## src/rtl/g2l_pkg.sv

```systemverilog
`default_nettype none

package g2l_pkg;

    localparam int YEAR_W  = 12;
    localparam int ENTRY_W = 30;
    localparam int ACC_W   = 22;
    localparam int P365_W  = 21;
    localparam int Q100_W  = 6;
    localparam int DOY_W   = 9;
    localparam int LEN_W   = 5;
    localparam int SB_W    = 13;
    localparam int SBQ_W   = 9;

    localparam logic OP_LOAD    = 1'b0;
    localparam logic OP_CONVERT = 1'b1;

    localparam logic [LEN_W-1:0] SHORT_MONTH_DAYS = 5'd29;
    localparam logic [SB_W-1:0]  SB_OFFSET        = 13'd56;

    typedef enum logic [3:0] {
        S_IDLE,
        S_CHK1,
        S_CHK2,
        S_TERM,
        S_ACC,
        S_NYCHK,
        S_BACK,
        S_WALK,
        S_DONE
    } t_state;

    typedef enum logic [2:0] {
        ERR_NONE   = 3'd0,
        ERR_DATE   = 3'd1,
        ERR_MINUTE = 3'd2,
        ERR_HOUR   = 3'd3,
        ERR_BEFORE = 3'd4,
        ERR_NEG    = 3'd5,
        ERR_OVF    = 3'd6
    } t_err;

    typedef enum logic [2:0] {
        SEL_P365,
        SEL_YQ4,
        SEL_Q100,
        SEL_Q400,
        SEL_DOY,
        SEL_LEN
    } t_alu_sel;

    typedef struct packed {
        t_alu_sel sel;
        logic     sub;
    } t_alu_req;

    typedef struct packed {
        logic [P365_W-1:0] p365;
        logic [YEAR_W-1:0] ty;
        logic [Q100_W-1:0] tq;
        logic [DOY_W-1:0]  doy;
        logic [LEN_W-1:0]  len;
    } t_terms;

    function automatic logic [DOY_W-1:0] doy_tab(input logic [3:0] mp);
        logic [DOY_W-1:0] d;
        case (mp)
            4'd0:    d = 9'd0;
            4'd1:    d = 9'd31;
            4'd2:    d = 9'd61;
            4'd3:    d = 9'd92;
            4'd4:    d = 9'd122;
            4'd5:    d = 9'd153;
            4'd6:    d = 9'd184;
            4'd7:    d = 9'd214;
            4'd8:    d = 9'd245;
            4'd9:    d = 9'd275;
            4'd10:   d = 9'd306;
            4'd11:   d = 9'd337;
            4'd12:   d = 9'd367;
            default: d = 9'd0;
        endcase
        return d;
    endfunction

    function automatic logic [4:0] mlen(input logic [3:0] m, input logic leap);
        logic [4:0] n;
        case (m) inside
            4'd1, 4'd3, 4'd5, 4'd7, 4'd8, 4'd10, 4'd12: n = 5'd31;
            4'd4, 4'd6, 4'd9, 4'd11:                    n = 5'd30;
            4'd2:                                       n = leap ? 5'd29 : 5'd28;
            default:                                    n = 5'd0;
        endcase
        return n;
    endfunction

    function automatic logic [Q100_W-1:0] div100(input logic [YEAR_W-1:0] y);
        logic [24:0] p;
        p = 25'(y) * 25'd5243;
        return p[24:19];
    endfunction

    function automatic logic [SBQ_W-1:0] div10(input logic [SB_W-1:0] x);
        logic [25:0] p;
        p = 26'(x) * 26'd6554;
        return p[24:16];
    endfunction

    function automatic logic [SBQ_W-1:0] div12(input logic [SB_W-1:0] x);
        logic [25:0] p;
        p = 26'(x) * 26'd5462;
        return p[24:16];
    endfunction

endpackage

`default_nettype wire

```

## src/rtl/g2l_alu.sv

```systemverilog
`default_nettype none

module g2l_alu (
    input  g2l_pkg::t_alu_req         i_req,
    input  g2l_pkg::t_terms           i_terms,
    input  logic [g2l_pkg::ACC_W-1:0] i_acc,
    output logic [g2l_pkg::ACC_W-1:0] o_res
);

    import g2l_pkg::*;

    logic [ACC_W-1:0] w_opnd;

    always_comb begin
        case (i_req.sel)
            SEL_P365: w_opnd = ACC_W'(i_terms.p365);
            SEL_YQ4:  w_opnd = ACC_W'(i_terms.ty >> 2);
            SEL_Q100: w_opnd = ACC_W'(i_terms.tq);
            SEL_Q400: w_opnd = ACC_W'(i_terms.tq >> 2);
            SEL_DOY:  w_opnd = ACC_W'(i_terms.doy);
            SEL_LEN:  w_opnd = ACC_W'(i_terms.len);
            default:  w_opnd = '0;
        endcase
        o_res = i_req.sub ? (i_acc - w_opnd) : (i_acc + w_opnd);
    end

endmodule

`default_nettype wire
```

## config.mk

```make
export PLATFORM = sky130hd
export DESIGN_NAME = g2l_alu
export DESIGN_NICKNAME = d
export VERILOG_FILES = /design/src/rtl/g2l_pkg.sv /design/src/rtl/g2l_alu.sv
export SDC_FILE = /design/constraint.sdc
export NUM_CORES = 1
export LEC_CHECK = 0
export BUFFER_PORTS_ARGS = -buffer_cell sky130_fd_sc_hd__buf_2
export CAP_MARGIN = 10
export CORE_MARGIN = 2
export CORE_UTILIZATION = 54
export DETAILED_ROUTE_END_ITERATION = 12
export PLACE_DENSITY = 0.94
export SETUP_SLACK_MARGIN = 0.4
export SKIP_LAST_GASP = 1
export SYNTH_ARGS = -nofsm -noshare
export SYNTH_HDL_FRONTEND = slang
export SYNTH_SLANG_ARGS = --single-unit
```

## constraint.sdc

```tcl
create_clock -name vclk -period 9
set_input_delay 0.45 -clock vclk [all_inputs]
set_output_delay 0.45 -clock vclk [all_outputs]
set_load 0.02 [all_outputs]
```

==> flow_summary_export.csv <==
group,metric,value,unit
floorplanning,io_pins,101,
sta,tightestPinTransition,0.596,ns
cells_and_area,layout-drive-gt1-share,29.0,%
drt,drt-initial-drc-count,242,
placed_design,dp_hpwl,5290,um
drt,wl,6260,um
drt,wl_per_cell,13.8,um
cells_and_area,fin_nets,507,
cells_and_area,seq_area,0,um^2
sta,period_minus_slack,5.19,ns
cells_and_area,area.growth.synth_to_final,22.9,%
sta,slew_headroom,59.3,%
grt,overflow,0,
critical_path,worstPathArrival,4.74,ns
floorplanning,coreArea,0.00394,mm^2
cells_and_area,instances_no_fill,453,
critical_path,critPathLaunchType,"input port",
sta,hold_viol_final,0,
sta,worst_hold_slack,1.31,ns
logic_synthesis,synth_warnings,0,
sta,fmax,193,MHz
min_path,hold_path_class,"input port to primary output",
logic_synthesis,syn_avg_cell_area,6.93,um^2
logic_synthesis,yosysSeqAreaShare,0,%
grt,antenna_found_initial,0,
clocking,cts_setup_buffers,0,
cells_and_area,layout_commonest_cell,"buf_2",
floorplanning,fp.dieH,67.6,um
logic_synthesis,yosysUniqueCellTypes,63,
sta,finalSetupTns,0,ns
drt,viasPerCell,5.99,
logic_synthesis,syn_area,0.00218,mm^2
cells_and_area,final_cell_mix,"buf_2 (99), nor2_1 (34), a21oi_1 (25), ha_1 (22), o21ai_0 (20)",
floorplanning,placementRows,23,
grt,grt_util_all_layers,26.9,%
placed_design,placed_area,0.00268,mm^2
critical_path,crit_required,8.55,ns
logic_synthesis,synth_fp_nets,417,
grt,grt_max_degree,30,
clocking,ctsHoldBuffers,0,
sta,grt_setup_unrepaired,"false",
sta,final-setup-viol-count,0,
floorplanning,initial_core_util,55.4,%
pwr,p_leak,1.25,nW
floorplanning,die-area,0.00457,mm^2
cells_and_area,finalInstanceArea,0.00268,mm^2
status,status,"finished clean",
clocking,cts_resized,0,
pwr,power_per_cell_area,110,mW/mm^2
logic_synthesis,synthCells,315,
cells_and_area,clock_buffer_count,0,
floorplanning,die_x,67.6,um
cells_and_area,seq_cells,0,
grt,grt_pass1_vias,2407,
drt,antenna_left,0,
critical_path,path_max_fanout,29,
pwr,vdd_drop_max,46.0,uV
placed_design,gp_congestion,0.875,
sta,slew_violations,0,
placed_design,port_buffers,99,
flow_run,maxCapViolations,0,
drt,drcViolationCount,0,
drt,dr.pass1.iters,5,
sta,fin_crit_sh,57.7,%
drt,vias,2713,
critical_path,path_class,"input port to primary output",
grt,grt_pass1_wl,10000,um
cells_and_area,antenna-diode-count,0,
cells_and_area,fillCellCount,331,
placed_design,placed_cells,453,
critical_path,critPathCaptureType,"primary output",
[critical path, cell delays in order]
cell	delay, ns
buf_2	0.40
mux2_1	0.38
mux4_2	0.53
inv_1	0.09
ha_1	0.18
nand4_1	0.21
nor2_1	0.33
a21oi_1	0.11
a31o_1	0.27
ha_1	0.38
a21oi_1	0.11
o21bai_1	0.18
a221oi_1	0.11
a32oi_1	0.34
nand2_1	0.12
o21ai_0	0.23
xnor2_1	0.14
buf_2	0.18
[cell type report]
| class | count | area, um^2 | area share, % |
|---|---|---|---|
| tap | 50 | 62.6 | 2.33 |
| timing repair buffer | 100 | 503 | 18.7 |
| inverter | 19 | 71.3 | 2.66 |
| multi-input combinational | 284 | 2050 | 76.3 |
[final timing paths]
path	startpoint	endpoint	cells after the start
worst max-delay path	i_req[3]	o_res[21]	18
worst min-delay path	i_acc[21]	o_res[21]	4
[power by group]
group,internal [mW],switching [mW]
sequential,0,0
clock,0,0
combinational,0.121,0.175
total,0.121,0.175
[cell usage after synthesis (all sizes together) (2+ instances only)]
cell type  number  area [um^2]
a2111oi         2         17.5
a211o           3         26.3
a211oi          4         30.0
a21o            8         60.1
a21oi          26          134
a31o            4         35.0
a31oi           6         37.5
and2            2         12.5
and3            2         17.5
and4            2         17.5
buf             7         46.3
clkbuf          5         18.8
ha             22          275
inv            18         67.6
mux2            6         67.6
mux2i           8         80.1
mux4            2         45.0
nand2          14         52.6
nand2b          4         25.0
nand3           8         45.0
nand3b          3         22.5
nor2           34          128
nor2b          10         62.6
nor3           15         86.3
nor4            5         46.3
o21a            6         45.0
o21ai          22          110
o21bai          7         52.6
o22ai           3         25.0
o311ai          4         35.0
o31ai           4         30.0
o41ai           3         33.8
or2             2         12.5
or3             3         18.8
xnor2          18          158
xor2            9         78.8
[per-layer routing]
metal	global-route usage, %	part of all wire [%]	up-vias
li1	-	-	1361
met1	34.1	41	1210
met2	51.5	51	132
met3	0.333	7.2	10
met4	3.57	1.2	0
met5	0	0	-
[metrics by stage]
step           setup WS, ns  util, %  total power [mW]
2_1_floorplan          4.60        -             0.213
3_3_place_gp           3.96     68.1             0.285
3_5_place_dp           3.87     68.1             0.294
4_1_cts                3.85     68.1             0.295
5_1_grt                3.40     68.1             0.324
6_report               3.81     68.1             0.296
[kinds of logic after synthesis]
kind of cell,count (synthesis),share of synthesized area [%]
XOR/XNOR,27,10.8
multiplexers,16,8.82
AND/OR/NAND/NOR,106,25.7
buffers and inverters,31,6.25
adder cells (fa/ha/maj),23,13.5
AO/OA/AOI/OAI,112,34.9
No activity file was read; power rests on OpenSTA's default activity.
